### src/hdl/g2rx_pkg.sv
// g2rx_pkg: types, character codes and expansion functions of the glob to regex stream.
// Used by the front end, the command queue, the back end and the top level.
// Depends on nothing.
package g2rx_pkg;

	// command queue depth
	localparam int QDepth = 4;
	localparam int QPtrW  = $clog2(QDepth);
	localparam int QCntW  = $clog2(QDepth + 1);

	// character codes
	localparam logic [7:0] ChLBrack = 8'h5B;  // [
	localparam logic [7:0] ChRBrack = 8'h5D;  // ]
	localparam logic [7:0] ChCaret  = 8'h5E;  // ^
	localparam logic [7:0] ChSlash  = 8'h2F;  // /
	localparam logic [7:0] ChStar   = 8'h2A;  // *
	localparam logic [7:0] ChDot    = 8'h2E;  // .
	localparam logic [7:0] ChBslash = 8'h5C;  // backslash
	localparam logic [7:0] ChDollar = 8'h24;  // $
	localparam logic [7:0] ChQmark  = 8'h3F;  // ?
	localparam logic [7:0] ChPlus   = 8'h2B;  // +
	localparam logic [7:0] ChLParen = 8'h28;  // (
	localparam logic [7:0] ChRParen = 8'h29;  // )
	localparam logic [7:0] ChPipe   = 8'h7C;  // |
	localparam logic [7:0] ChLBrace = 8'h7B;  // {
	localparam logic [7:0] ChRBrace = 8'h7D;  // }

	// lengths of the fixed expansions
	localparam logic [2:0] LenStar  = 3'd5;   // [^/]*
	localparam logic [2:0] LenQmark = 3'd4;   // [^/]
	localparam logic [2:0] LenPair  = 3'd2;   // .*
	localparam logic [2:0] LenEsc   = 3'd2;   // \c
	localparam logic [2:0] LenOne   = 3'd1;

	// what the pattern byte itself expands to
	typedef enum logic [2:0] {
		BODY_NONE,
		BODY_COPY,
		BODY_ESC,
		BODY_QMARK,
		BODY_PAIR
	} body_t;

	// output segments of one command, in emission order
	typedef enum logic [2:0] {
		SEG_ANCHOR = 3'd0,
		SEG_PRE    = 3'd1,
		SEG_BODY   = 3'd2,
		SEG_POST   = 3'd3,
		SEG_DOLLAR = 3'd4
	} seg_t;

	localparam int NumSegs = 5;

	// classified item, passed from front to back
	typedef struct packed {
		logic       anchor;     // leading '^'
		logic       pre_star;   // flush of a pending star before the body
		body_t      body;
		logic [7:0] ch;
		logic       post_star;  // flush of a pending star at pattern end
		logic       dollar;     // closing '$'
	} cmd_t;

	// result of a search for the next present segment
	typedef struct packed {
		logic found;
		seg_t seg;
	} seg_hit_t;

	function automatic logic needs_escape(input logic [7:0] c);
		logic r;
		case (c) inside
			ChDot, ChPlus, ChLParen, ChRParen, ChPipe,
			ChLBrace, ChRBrace, ChCaret, ChDollar: r = 1'b1;
			default:                               r = 1'b0;
		endcase
		return r;
	endfunction

	function automatic logic [2:0] body_len(input body_t b);
		logic [2:0] r;
		unique case (b)
			BODY_NONE:  r = 3'd0;
			BODY_COPY:  r = LenOne;
			BODY_ESC:   r = LenEsc;
			BODY_QMARK: r = LenQmark;
			BODY_PAIR:  r = LenPair;
			default:    r = 3'd0;
		endcase
		return r;
	endfunction

	// number of bytes a segment emits, zero when absent
	function automatic logic [2:0] seg_len(input cmd_t c, input seg_t s);
		logic [2:0] r;
		unique case (s)
			SEG_ANCHOR: r = c.anchor    ? LenOne  : 3'd0;
			SEG_PRE:    r = c.pre_star  ? LenStar : 3'd0;
			SEG_BODY:   r = body_len(c.body);
			SEG_POST:   r = c.post_star ? LenStar : 3'd0;
			SEG_DOLLAR: r = c.dollar    ? LenOne  : 3'd0;
			default:    r = 3'd0;
		endcase
		return r;
	endfunction

	// byte of "[^/]*" (also serves "[^/]")
	function automatic logic [7:0] class_byte(input logic [2:0] idx);
		logic [7:0] r;
		case (idx)
			3'd0:    r = ChLBrack;
			3'd1:    r = ChCaret;
			3'd2:    r = ChSlash;
			3'd3:    r = ChRBrack;
			default: r = ChStar;
		endcase
		return r;
	endfunction

	function automatic logic [7:0] seg_byte(input cmd_t c, input seg_t s,
			input logic [2:0] idx);
		logic [7:0] r;
		unique case (s)
			SEG_ANCHOR: r = ChCaret;
			SEG_PRE,
			SEG_POST:   r = class_byte(idx);
			SEG_DOLLAR: r = ChDollar;
			SEG_BODY: begin
				unique case (c.body)
					BODY_ESC:   r = (idx == 3'd0) ? ChBslash : c.ch;
					BODY_QMARK: r = class_byte(idx);
					BODY_PAIR:  r = (idx == 3'd0) ? ChDot : ChStar;
					default:    r = c.ch;
				endcase
			end
			default:    r = c.ch;
		endcase
		return r;
	endfunction

	// first present segment at or after start
	function automatic seg_hit_t find_seg(input cmd_t c, input logic [2:0] start);
		seg_hit_t h;
		logic [2:0] s3;
		h.found = 1'b0;
		h.seg   = SEG_DOLLAR;
		for (int s = NumSegs - 1; s >= 0; s--) begin
			s3 = 3'(s);
			if (s3 >= start && seg_len(c, seg_t'(s3)) != 3'd0) begin
				h.found = 1'b1;
				h.seg   = seg_t'(s3);
			end
		end
		return h;
	endfunction

endpackage

### src/hdl/g2rx_ifs.sv
// g2rx_ifs: valid/ready channels of the glob to regex stream.
// Pattern channel carries glob bytes in, regex channel carries regex bytes out.
// Depends on nothing.
interface g2rx_pattern_if;
	logic       valid;
	logic       ready;
	logic [7:0] pattern_char;
	logic       has_char;
	logic       is_last;

	modport source (output valid, pattern_char, has_char, is_last, input ready);
	modport sink   (input valid, pattern_char, has_char, is_last, output ready);
endinterface

interface g2rx_regex_if;
	logic       valid;
	logic       ready;
	logic [7:0] regex_char;
	logic       end_of_run;
	logic       end_of_regex;

	modport source (output valid, regex_char, end_of_run, end_of_regex, input ready);
	modport sink   (input valid, regex_char, end_of_run, end_of_regex, output ready);
endinterface

### src/hdl/g2rx_front.sv
// g2rx_front: accepts glob bytes, tracks pattern state and classifies each item
// into a command for the back end. Depends on g2rx_pkg and g2rx_ifs.
module g2rx_front (
	input  logic                  clk,
	input  logic                  arst_n,
	g2rx_pattern_if.sink          pattern,
	input  logic                  q_full,
	output logic                  q_push,
	output g2rx_pkg::cmd_t        q_data
);

	logic at_start_q;
	logic star_q;
	logic class_q;

	logic            take;
	logic            active;
	logic            star_nx;
	logic            class_nx;
	g2rx_pkg::cmd_t  cmd;

	assign pattern.ready = !q_full;
	assign take   = pattern.valid && pattern.ready;
	assign active = pattern.has_char || pattern.is_last;

	// classify the byte against the current state
	always_comb begin
		cmd.anchor    = at_start_q;
		cmd.pre_star  = 1'b0;
		cmd.body      = g2rx_pkg::BODY_NONE;
		cmd.ch        = pattern.pattern_char;
		cmd.post_star = 1'b0;
		cmd.dollar    = pattern.is_last;
		star_nx       = star_q;
		class_nx      = class_q;
		if (pattern.has_char) begin
			if (class_q) begin
				cmd.body = g2rx_pkg::BODY_COPY;
				if (pattern.pattern_char == g2rx_pkg::ChRBrack) begin
					class_nx = 1'b0;
				end
			end else if (pattern.pattern_char == g2rx_pkg::ChStar) begin
				if (star_q) begin
					cmd.body = g2rx_pkg::BODY_PAIR;
					star_nx  = 1'b0;
				end else begin
					star_nx  = 1'b1;
				end
			end else begin
				cmd.pre_star = star_q;
				star_nx      = 1'b0;
				if (pattern.pattern_char == g2rx_pkg::ChQmark) begin
					cmd.body = g2rx_pkg::BODY_QMARK;
				end else if (g2rx_pkg::needs_escape(pattern.pattern_char)) begin
					cmd.body = g2rx_pkg::BODY_ESC;
				end else begin
					cmd.body = g2rx_pkg::BODY_COPY;
					if (pattern.pattern_char == g2rx_pkg::ChLBrack) begin
						class_nx = 1'b1;
					end
				end
			end
		end
		// flush a star left pending at pattern end
		cmd.post_star = pattern.is_last && star_nx;
	end

	// enqueue only items that produce output
	assign q_data = cmd;
	assign q_push = take && active &&
		(cmd.anchor || cmd.pre_star || cmd.body != g2rx_pkg::BODY_NONE || cmd.dollar);

	// advance pattern state on each transfer that carries a byte or is_last
	always_ff @(posedge clk or negedge arst_n) begin
		if (!arst_n) begin
			at_start_q <= 1'b1;
			star_q     <= 1'b0;
			class_q    <= 1'b0;
		end else if (take && active) begin
			if (pattern.is_last) begin
				at_start_q <= 1'b1;
				star_q     <= 1'b0;
				class_q    <= 1'b0;
			end else begin
				at_start_q <= 1'b0;
				star_q     <= star_nx;
				class_q    <= class_nx;
			end
		end
	end

endmodule

### src/hdl/g2rx_queue.sv
// g2rx_queue: short command FIFO between front and back end.
// Depends on g2rx_pkg.
module g2rx_queue (
	input  logic            clk,
	input  logic            arst_n,
	input  logic            push,
	input  g2rx_pkg::cmd_t  push_data,
	output logic            full,
	input  logic            pop,
	output logic            head_valid,
	output g2rx_pkg::cmd_t  head_data
);

	g2rx_pkg::cmd_t                     entries_q [g2rx_pkg::QDepth];
	logic [g2rx_pkg::QPtrW-1:0]         wr_ptr_q;
	logic [g2rx_pkg::QPtrW-1:0]         rd_ptr_q;
	logic [g2rx_pkg::QCntW-1:0]         count_q;
	logic                               do_push;
	logic                               do_pop;

	assign full       = count_q == g2rx_pkg::QCntW'(g2rx_pkg::QDepth);
	assign head_valid = count_q != '0;
	assign head_data  = entries_q[rd_ptr_q];
	assign do_push    = push && !full;
	assign do_pop     = pop && head_valid;

	// store payload
	always_ff @(posedge clk) begin
		if (do_push) begin
			entries_q[wr_ptr_q] <= push_data;
		end
	end

	// advance pointers and fill count
	always_ff @(posedge clk or negedge arst_n) begin
		if (!arst_n) begin
			wr_ptr_q <= '0;
			rd_ptr_q <= '0;
			count_q  <= '0;
		end else begin
			if (do_push) begin
				wr_ptr_q <= wr_ptr_q + 1'b1;
			end
			if (do_pop) begin
				rd_ptr_q <= rd_ptr_q + 1'b1;
			end
			if (do_push && !do_pop) begin
				count_q <= count_q + 1'b1;
			end else if (do_pop && !do_push) begin
				count_q <= count_q - 1'b1;
			end
		end
	end

endmodule

### src/hdl/g2rx_back.sv
// g2rx_back: expands commands into regex bytes, one per cycle when not
// stalled, via a registered output stage. Depends on g2rx_pkg and g2rx_ifs.
module g2rx_back (
	input  logic            clk,
	input  logic            arst_n,
	input  logic            q_valid,
	input  g2rx_pkg::cmd_t  q_data,
	output logic            q_pop,
	g2rx_regex_if.source    regex
);

	g2rx_pkg::cmd_t      cmd_q;
	logic                cmd_valid_q;
	g2rx_pkg::seg_t      seg_q;
	logic [2:0]          idx_q;
	logic                out_valid_q;
	logic [7:0]          out_char_q;
	logic                out_run_q;
	logic                out_regex_q;

	logic                  step;
	logic                  seg_done;
	logic                  last_byte;
	logic                  load;
	g2rx_pkg::seg_hit_t    nxt;
	g2rx_pkg::seg_hit_t    first;

	assign step      = cmd_valid_q && (!out_valid_q || regex.ready);
	assign seg_done  = idx_q == (g2rx_pkg::seg_len(cmd_q, seg_q) - 3'd1);
	assign nxt       = g2rx_pkg::find_seg(cmd_q, 3'(seg_q) + 3'd1);
	assign first     = g2rx_pkg::find_seg(q_data, 3'd0);
	assign last_byte = seg_done && !nxt.found;
	assign load      = !cmd_valid_q || (step && last_byte);
	assign q_pop     = load && q_valid;

	// walk segments of the current command, fetch the next one on completion
	always_ff @(posedge clk or negedge arst_n) begin
		if (!arst_n) begin
			cmd_valid_q <= 1'b0;
			seg_q       <= g2rx_pkg::SEG_ANCHOR;
			idx_q       <= '0;
		end else if (load) begin
			cmd_valid_q <= q_valid;
			seg_q       <= first.seg;
			idx_q       <= '0;
		end else if (step) begin
			if (seg_done) begin
				seg_q <= nxt.seg;
				idx_q <= '0;
			end else begin
				idx_q <= idx_q + 3'd1;
			end
		end
	end

	// hold the command payload
	always_ff @(posedge clk) begin
		if (load) begin
			cmd_q <= q_data;
		end
	end

	// output register: hold while stalled, drop after transfer
	always_ff @(posedge clk or negedge arst_n) begin
		if (!arst_n) begin
			out_valid_q <= 1'b0;
		end else if (step) begin
			out_valid_q <= 1'b1;
		end else if (regex.ready) begin
			out_valid_q <= 1'b0;
		end
	end

	always_ff @(posedge clk) begin
		if (step) begin
			out_char_q  <= g2rx_pkg::seg_byte(cmd_q, seg_q, idx_q);
			out_run_q   <= last_byte;
			out_regex_q <= seg_q == g2rx_pkg::SEG_DOLLAR;
		end
	end

	assign regex.valid        = out_valid_q;
	assign regex.regex_char   = out_char_q;
	assign regex.end_of_run   = out_run_q;
	assign regex.end_of_regex = out_regex_q;

endmodule

### src/hdl/glob_to_regex_stream_top.sv
// glob_to_regex_stream_top: converts a glob pattern stream into an anchored
// POSIX extended regex stream. Depends on g2rx_pkg, g2rx_ifs, g2rx_front,
// g2rx_queue and g2rx_back.
//
// Usage:
//   pattern channel: one glob byte per transfer (pattern_char, has_char,
//   is_last). is_last closes the pattern; has_char = 0 with is_last = 1 gives
//   an empty pattern, has_char = 0 alone is consumed with no effect.
//   regex channel: one regex byte per transfer; end_of_run marks the last byte
//   caused by an input item, end_of_regex marks the closing '$'.
//   Path: an item passes through the command queue, the command register and
//   the output register of the back end before its first byte appears.
//   Throughput: the back end emits one byte per cycle while regex.ready is high;
//   an item expands to none to 10 bytes, and a four-entry command queue lets
//   input keep flowing while a long one drains.
//   Reset: arst_n clears pattern state (anchor owed, no star, no class), the
//   queue and the output register; the block is ready right after reset.
//   Stall: when regex.ready is low, the output byte holds; the queue fills and
//   then pattern.ready drops until the receiver resumes.
module glob_to_regex_stream_top (
	input  logic             clk,
	input  logic             arst_n,
	g2rx_pattern_if.sink     pattern,
	g2rx_regex_if.source     regex
);

	logic            q_full;
	logic            q_push;
	g2rx_pkg::cmd_t  q_in;
	logic            q_pop;
	logic            q_valid;
	g2rx_pkg::cmd_t  q_head;

	g2rx_front u_front (
		.clk    (clk),
		.arst_n (arst_n),
		.pattern(pattern),
		.q_full (q_full),
		.q_push (q_push),
		.q_data (q_in)
	);

	g2rx_queue u_queue (
		.clk       (clk),
		.arst_n    (arst_n),
		.push      (q_push),
		.push_data (q_in),
		.full      (q_full),
		.pop       (q_pop),
		.head_valid(q_valid),
		.head_data (q_head)
	);

	g2rx_back u_back (
		.clk    (clk),
		.arst_n (arst_n),
		.q_valid(q_valid),
		.q_data (q_head),
		.q_pop  (q_pop),
		.regex  (regex)
	);

endmodule
### src/flat_wrapper.sv
// flat-port wrapper written by rule: the top's interface ports become plain ports
module glob_to_regex_stream_top_flat 
  (clk, arst_n, pattern_valid, pattern_pattern_char, pattern_has_char, pattern_is_last, pattern_ready, regex_valid, regex_regex_char, regex_end_of_run, regex_end_of_regex, regex_ready);
  g2rx_pattern_if pattern_i ();
  g2rx_regex_if regex_i ();
  input  logic clk;
  input  logic arst_n;
  input wire logic [$bits(pattern_i.valid)-1:0] pattern_valid;
  input wire logic [$bits(pattern_i.pattern_char)-1:0] pattern_pattern_char;
  input wire logic [$bits(pattern_i.has_char)-1:0] pattern_has_char;
  input wire logic [$bits(pattern_i.is_last)-1:0] pattern_is_last;
  output wire logic [$bits(pattern_i.ready)-1:0] pattern_ready;
  output wire logic [$bits(regex_i.valid)-1:0] regex_valid;
  output wire logic [$bits(regex_i.regex_char)-1:0] regex_regex_char;
  output wire logic [$bits(regex_i.end_of_run)-1:0] regex_end_of_run;
  output wire logic [$bits(regex_i.end_of_regex)-1:0] regex_end_of_regex;
  input wire logic [$bits(regex_i.ready)-1:0] regex_ready;
  assign pattern_i.valid = pattern_valid;
  assign pattern_i.pattern_char = pattern_pattern_char;
  assign pattern_i.has_char = pattern_has_char;
  assign pattern_i.is_last = pattern_is_last;
  assign pattern_ready = pattern_i.ready;
  assign regex_valid = regex_i.valid;
  assign regex_regex_char = regex_i.regex_char;
  assign regex_end_of_run = regex_i.end_of_run;
  assign regex_end_of_regex = regex_i.end_of_regex;
  assign regex_i.ready = regex_ready;
  glob_to_regex_stream_top u_core (.clk(clk), .arst_n(arst_n), .pattern(pattern_i), .regex(regex_i));
endmodule
### config.mk
export PLATFORM = sky130hd
export DESIGN_NAME = glob_to_regex_stream_top_flat
export DESIGN_NICKNAME = d
export VERILOG_FILES = /design/src/hdl/g2rx_pkg.sv /design/src/hdl/g2rx_ifs.sv /design/src/hdl/g2rx_front.sv /design/src/hdl/g2rx_queue.sv /design/src/hdl/g2rx_back.sv /design/src/hdl/glob_to_regex_stream_top.sv /design/src/flat_wrapper.sv
export SDC_FILE = /design/constraint.sdc
export NUM_CORES = 1
export LEC_CHECK = 0
export ABC_AREA = 1
export BUFFER_PORTS_ARGS = -buffer_cell sky130_fd_sc_hd__buf_2
export CAP_MARGIN = 20
export CORE_MARGIN = 4
export CORE_UTILIZATION = 60
export DETAILED_ROUTE_END_ITERATION = 16
export PLACE_DENSITY = 0.79
export SYNTH_ARGS = -nofsm -noshare
export SYNTH_HDL_FRONTEND = slang
export SYNTH_HIERARCHICAL = 1
export SYNTH_SLANG_ARGS = --single-unit
### constraint.sdc
create_clock -name clk -period 4.5 [get_ports clk]
set_clock_uncertainty 0.05 [all_clocks]
set_input_delay 0.9 -clock clk [delete_from_list [all_inputs] [get_ports clk]]
set_output_delay 0.9 -clock clk [all_outputs]
set_load 0.03 [all_outputs]
==> qor.yml, run 1 <==
status:
  status: "complete, no violations"
logic_synthesis:
  ys_seq_area_share_pct: 56.8
  netlist_instances: 532
  synth-seq-cells: 103
  yosys-top-cells-count: "131 x nand2_1, 85 x edfxtp_1, 82 x inv_1"
  synth.largest_area_cell: "edfxtp_1"
  synth_top_area_share_pct: 48.3
  ys_warn_count: 6
  synth-edff-count: 85
  ys.flop_type: "edfxtp_1"
  async_flop_share_pct: 17.5
  ys_types: 39
  synth_most_common_cell: "nand2_1"
  synth_area_leaders: "edfxtp_1 48%, nand2_1 9.3%, dfrtp_1 8.0%"
  syn-num-nets: 564
  avgSynthCellArea_um2: 9.93
  syn_area_mm2: 0.00529
timing:
  drv_slew: 0
  maxSlewHeadroom_pct: 38.2
  rsz0062_at_grt: "no"
  period_needed_ns: 3.70
  worstMarginPinSlew_ns: 0.924
  hold_viol: 0
  whs_ns: 0.421
  fmax_ghz: 0.270
  setup_viol: 0
  fin_crit_sh_pct: 82.3
  fin_tns_setup_ns: 0
detailed_routing:
  drt_iter0_markers: 214
  viasPerCell: 5.46
  num_vias: 3608
  drcViolationCount: 0
  wl_per_cell_um: 14.0
  routed_wl_mm: 9.24
  ant_nets: 0
  dr.pass1.iters: 4
floorplan:
  io_pins: 26
  rows: 33
  die_w_um: 102
  start_util_pct: 63.1
  dieArea_mm2: 0.0104
  core_mm2: 0.00838
  die_h_um: 102
power:
  p_total_mw: 3.41
  ir_worst_vdd_mv: 0.242
  p_leak_nw: 2.53
  p_per_area_mw_per_mm2: 610
cells_and_area:
  area_growth_pct: 5.85
  post-route-util_pct: 66.7
  design_area_mm2: 0.00559
  drive_above_1_share_pct: 14.2
  diodes: 0
  final_nets: 583
critical_path:
  required_ns: 4.70
  critPathCaptureType: "flop"
  critPathMaxFanout: 11
  slowest_stage: "dfrtp_1"
  crit_path_start_kind: "flop"
  max_stage_delay_ns: 0.44
  worstPathCellList: "inv_1 > ha_1 > inv_1 > nor2_4 > nand4_1 > nand2_1 > inv_1 > ha_1 > xor2_1 > inv_1 > nand2_1 > nand3_2 > nor2_4 > nand3_2 > a21oi_1 > nand2_1 > ha_1 > inv_1 > fa_1 > nand2_1 > o21ai_0"
  worst_path_most_repeated_cell: "inv_1"
  critical_path_class: "flop to flop"
  critical_path_arrival_ns: 3.90
clocking:
  insertion_delay_ns: 0.36
  cts_hold_buffers: 0
  path_clk_slew_ns: 0.10
  numCtsBuffers: 9
  cts_tree: "yes"
  cts.sinks: 103
  clock_path_buffers: 2
  cts_setup_buffers: 0
  h-tree-depth: 3
  cts_resized: 0
  root_buffer: "clkbuf_8"
place:
  gp_congestion: 0.830
  dp_hpwl_mm: 6.59
  portBuffers: 25
  place_area_mm2: 0.00538
min_path:
  min-delay-path-class: "input port to async pin"
global_routing:
  grtUsageTotal_pct: 19.1
  grt_overflow: 0
  grt_max_degree: 63
  grt_pass1_vias: 3545
  grt_pass1_wl_mm: 15.3
  antenna_found_initial: 0
run:
  cap_violations: 0
-- flip-flops by register name (all words and copies together), names as in the netlist --
name and cells:
u_core/u_queue/wr_ptr_q 2, u_core/u_back/idx_q 3, u_core/u_back/regex.valid 1, u_core/u_back/regex.end_of_run 1, u_core/u_back/seg_q 3, u_core/u_back/cmd_valid_q 1
u_core/u_front/at_start_q 1, u_core/u_queue/rd_ptr_q 2, u_core/u_queue/count_q 3, u_core/u_back/cmd_q 15, u_core/u_queue/entries_q 60, u_core/u_front/class_q 1
u_core/u_back/regex.end_of_regex 1, u_core/u_front/star_q 1, u_core/u_back/regex.regex_char 8
-- metrics by stage --
stage | instances | worst slack (ns)
final | 661 | 0.798
after global routing | 661 | 0.367
after CTS | 661 | 0.795
after detailed placement | 645 | 0.789
after global placement | 645 | 0.995
after floorplan | 532 | 1.33
-- layout by cell type (no fill, tap or decap), types with 13 or more instances in the layout --
cell / n
buf_2: 25
dfrtp_1: 17
edfxtp_1: 85
ha_1: 17
inv_1: 82
nand2_1: 131
nand3_1: 30
nor2_1: 36
o211ai_1: 33
o21ai_0: 13
-- area by class of cell --
| cell class | instances | area [um2] |
|---|---|---|
| Timing Repair Buffer | 29 | 155 |
| Fill cell | 666 | 2790 |
| Sequential cell | 103 | 3000 |
| Clock buffer | 10 | 138 |
| Multi-Input combinational cell | 315 | 1740 |
| Tap cell | 105 | 131 |
| Inverter | 93 | 352 |
| Clock inverter | 6 | 77.6 |
-- per-layer routing --
| metal | part of all wire, % | up-vias | global-route usage [%] |
|---|---|---|---|
| li1 | - | 1800 | - |
| met1 | 41 | 1659 | 21.7 |
| met2 | 52 | 128 | 35.2 |
| met3 | 6.0 | 21 | 3.89 |
| met4 | 1.9 | 0 | 7.97 |
| met5 | 0 | - | 0 |
-- worst max-delay path, delay by kind of cell, from the launching register on --
kind	cells	cell delay, ns
fa+ha+maj	4	1.00
simple gates	9	1.13
compound gates	2	0.31
xor+xnor	1	0.21
buf+inv	5	0.48
flops	1	0.44
-- report_power, final --
group	leakage, nW	switching (mW)	internal, mW
sequential	0.995	0.134	1.30
clock	0.110	0.319	0.281
combinational	1.42	0.931	0.447
total	2.53	1.38	2.03
-- final timing paths --
kind | slack (ns) | start | cells after the start | endpoint
setup / recovery | 0.80 | u_core/u_back/seg_q[0] | 21 | u_core/u_queue/count_q[1]
hold / removal | 0.42 | arst_n | 1 | u_core/u_back/idx_q[2]
setup reg to reg | 0.80 | u_core/u_back/seg_q[0] | 21 | u_core/u_queue/count_q[1]
hold reg to reg | 0.47 | u_core/u_queue/count_q[2] | 2 | u_core/u_queue/count_q[2]
max in group asynchronous | 3.64 | arst_n | 1 | u_core/u_front/at_start_q
min in group clk | 0.47 | u_core/u_queue/count_q[2] | 2 | u_core/u_queue/count_q[2]
-- logic make-up after synthesis --
logic type / share of synthesized area [%]
xor gates and xnor gates: 0.497
adders and majority gates: 4.40
DFF: 56.8
AOI/OAI and AO/OA: 8.74
buffers and inverters: 10.3
and+or+nand+nor: 19.2
No activity file was read; power rests on OpenSTA's default activity.
==> run 2: changes to the inputs <==
--- a/config.mk
+++ b/config.mk
@@ -9,9 +9,9 @@
 export BUFFER_PORTS_ARGS = -buffer_cell sky130_fd_sc_hd__buf_2
 export CAP_MARGIN = 20
 export CORE_MARGIN = 4
-export CORE_UTILIZATION = 60
+export CORE_UTILIZATION = 55
 export DETAILED_ROUTE_END_ITERATION = 16
-export PLACE_DENSITY = 0.79
+export PLACE_DENSITY = 0.77
 export SYNTH_ARGS = -nofsm -noshare
 export SYNTH_HDL_FRONTEND = slang
 export SYNTH_HIERARCHICAL = 1
==> constraint.sdc (replaced) <==
create_clock -name clk -period 3.19 [get_ports clk]
set_clock_uncertainty 0.05 [all_clocks]
set_input_delay 0.638 -clock clk [delete_from_list [all_inputs] [get_ports clk]]
set_output_delay 0.638 -clock clk [all_outputs]
set_load 0.03 [all_outputs]
==> run 2 against run 1 <==
Critical path depth unchanged. Flip-flop and latch count unchanged. Routed wire length up 3.8%. Via count up 1.6%. Largest cell class unchanged. Largest power group is now combinational logic. Highest routed layer unchanged.
==> qor.yml, run 2 (synthesis gave the netlist of run 1 again) <==
floorplan:
  die_h_um: 106  # +4.1%
  start_util_pct: 56.9  # -6.1 points
  io_pins: 26  # unchanged
  rows: 35  # +6.1%
  core_mm2: 0.00928  # +11%
  dieArea_mm2: 0.0112  # +8.4%
  die_w_um: 106  # +4.1%
detailed_routing:
  drcViolationCount: 0  # unchanged
  routed_wl_mm: 9.59  # +3.8%
  ant_nets: 0  # unchanged
  dr.pass1.iters: 4  # unchanged
  num_vias: 3666  # +1.6%
  drt_iter0_markers: 208  # -2.8%
  viasPerCell: 5.19  # -4.9%
  wl_per_cell_um: 13.6  # -2.8%
power:
  p_per_area_mw_per_mm2: 874  # +43%
  p_int_mw: 3.09  # +52%
  switching_power_mw: 2.05  # +48%
  seq_power_share_pct: 38.9  # -3.2 points
  p_clk_share_pct: 16.2  # -1.4 points
  pwr-share-comb_pct: 44.9  # +4.6 points
  swShare_pct: 39.8  # -0.66 points
  ir_worst_vdd_mv: 0.372  # +54%
  p_leak_nw: 2.62  # +3.8%
cells_and_area:
  multi_input_area_mm2: 0.00183  # +5.5%
  drive_above_1_share_pct: 21.3  # +7.1 points
  regMostFlops: "u_core/u_queue/entries_q"
  n_fill_cell: 742  # +11%
  final_cells: 706  # +6.8%
  diodes: 0  # unchanged
  ff_latch_area_mm2: 0.00301  # about the same
  final_nets: 604  # +3.6%
  area_growth_pct: 11.2
  largest_reg_flops: 60  # unchanged
  layout_commonest_cell: "nand2_1"
  layout_common_cells: "126 x nand2_1, 85 x edfxtp_1, 76 x inv_1, 36 x nor2_1, 33 x o211ai_1"
global_routing:
  grt_overflow: 0  # unchanged
  grt_pass1_vias: 3515  # -0.85%
  grt_max_degree: 48  # -24%
  antenna_found_initial: 0  # unchanged
  grtUsageTotal_pct: 17.8  # -1.4 points
  grt_pass1_wl_mm: 15.8  # +3.2%
critical_path:
  slowest_stage: "fa_2"
  crit_path_start_kind: "flop"
  cp_num_buf_inv: 5  # unchanged
  worst_path_most_repeated_cell: "inv_2"
  critPathCaptureType: "flop"
  worstPathCellList: "inv_2 > ha_4 > inv_2 > nor2_4 > nand4_1 > nand2_2 > inv_2 > ha_4 > xor2_2 > buf_4 > nand3_2 > nand3_2 > nor2_4 > nand3_2 > a21oi_2 > nand2_1 > ha_2 > inv_2 > fa_2 > nand2_1 > o21ai_1"
  max_stage_delay_ns: 0.43  # about the same
  crit_family: "adder cells"
  critPathMaxFanout: 4  # -7
  r2r_slack_ns: 0.03  # -0.77 ns
  required_ns: 3.40  # -1.30 ns
  critical_path_arrival_ns: 3.37  # -0.53 ns
  critical_path_class: "flop to flop"
timing:
  whs_ns: 0.169  # -0.253 ns
  rsz0062_at_grt: "yes"
  worst_slack_ns: 0.0307  # -0.768 ns
  fin_crit_sh_pct: 99.0  # +17 points
  setup_viol: 0  # unchanged
  drv_slew: 0  # unchanged
  period_needed_ns: 3.16  # -0.542 ns
  hold_viol: 0  # unchanged
  fmax_ghz: 0.317  # +17%
  worstMarginPinSlew_ns: 0.924  # -0.0000662 ns
  maxSlewHeadroom_pct: 38.2  # about the same
place:
  dp_slack_ns: -0.152  # -0.941 ns
  gp_congestion: 0.820  # -1.2%
  dp_hpwl_mm: 6.60  # +0.12%
  post-place-cells: 683  # +5.9%
  portBuffers: 25  # unchanged
clocking:
  clock_path_buffers: 2  # unchanged
  cts_tree: "yes"
  insertion_delay_ns: 0.36  # about the same
  numCtsBuffers: 9  # unchanged
  cts_hold_buffers: 0  # unchanged
  path_clk_slew_ns: 0.10  # about the same
  h-tree-depth: 3  # unchanged
  cts.sinks: 103  # unchanged
  root_buffer: "clkbuf_8"
min_path:
  min-delay-path-class: "input port to async pin"
status:
  status: "complete, no violations"
run:
  cap_violations: 0  # unchanged
run 2: cell type report:
class | count | area share, %
tap | 129 | 2.75
inverter | 93 | 5.98
timing repair buffer | 50 | 5.39
clock inverter | 4 | 0.894
clock buffer | 12 | 2.64
sequential | 103 | 51.1
multi-input combinational | 315 | 31.2
run 2: power by group through the flow:
| stage | Clock [mW] | Sequential, mW | Combinational (mW) |
|---|---|---|---|
| 5_1_grt | 0.911 | 2.03 | 2.58 |
| 2_1_floorplan | 0 | 2.10 | 1.52 |
| 4_1_cts | 0.853 | 1.99 | 2.12 |
| 6_report | 0.832 | 2.00 | 2.30 |
| 3_3_place_gp | 0 | 2.00 | 1.97 |
| 3_5_place_dp | 0 | 2.01 | 2.06 |
run 2: what timing repair did:
action | in CTS | in global routing
gates resized for setup | 5 | 26
endpoints found under the setup margin | 2 | 2
buffers inserted | 1 | 6
gates cloned | 0 | 0
pin swaps | 2 | 15
run 2: worst paths after layout:
kind | startpoint | to | cells past startpoint
max | u_core/u_back/seg_q[0] | u_core/u_queue/count_q[1] | 21
min in group clk | pattern_pattern_char[2] | u_core/u_queue/entries_q[1][4] | 1
min | arst_n | u_core/u_back/idx_q[1] | 1
max reg2reg | u_core/u_back/seg_q[0] | u_core/u_queue/count_q[1] | 21
min reg2reg | u_core/u_front/at_start_q | u_core/u_front/at_start_q | 2
max in group asynchronous | arst_n | u_core/u_back/seg_q[1] | 1
run 2: per-stage QoR:
stage | TNS [ns] | cell area [um2] | total power, mW | util [%]
CTS | 0 | 5750 | 4.96 | 61.9
global placement | -0.0127 | 5510 | 3.98 | 59.4
detailed placement | -0.229 | 5510 | 4.07 | 59.4
finish | 0 | 5880 | 5.14 | 63.3
global route | -0.221 | 5880 | 5.53 | 63.3
floorplan | 0 | 5290 | 3.62 | -
run 2: per-layer routing:
metal / GRT usage (%) / part of all wire, %
met2: 32.1 / 51
met4: 4.53 / 1.1
met1: 21.3 / 42
met3: 4.37 / 5.1
met5: 0 / 0
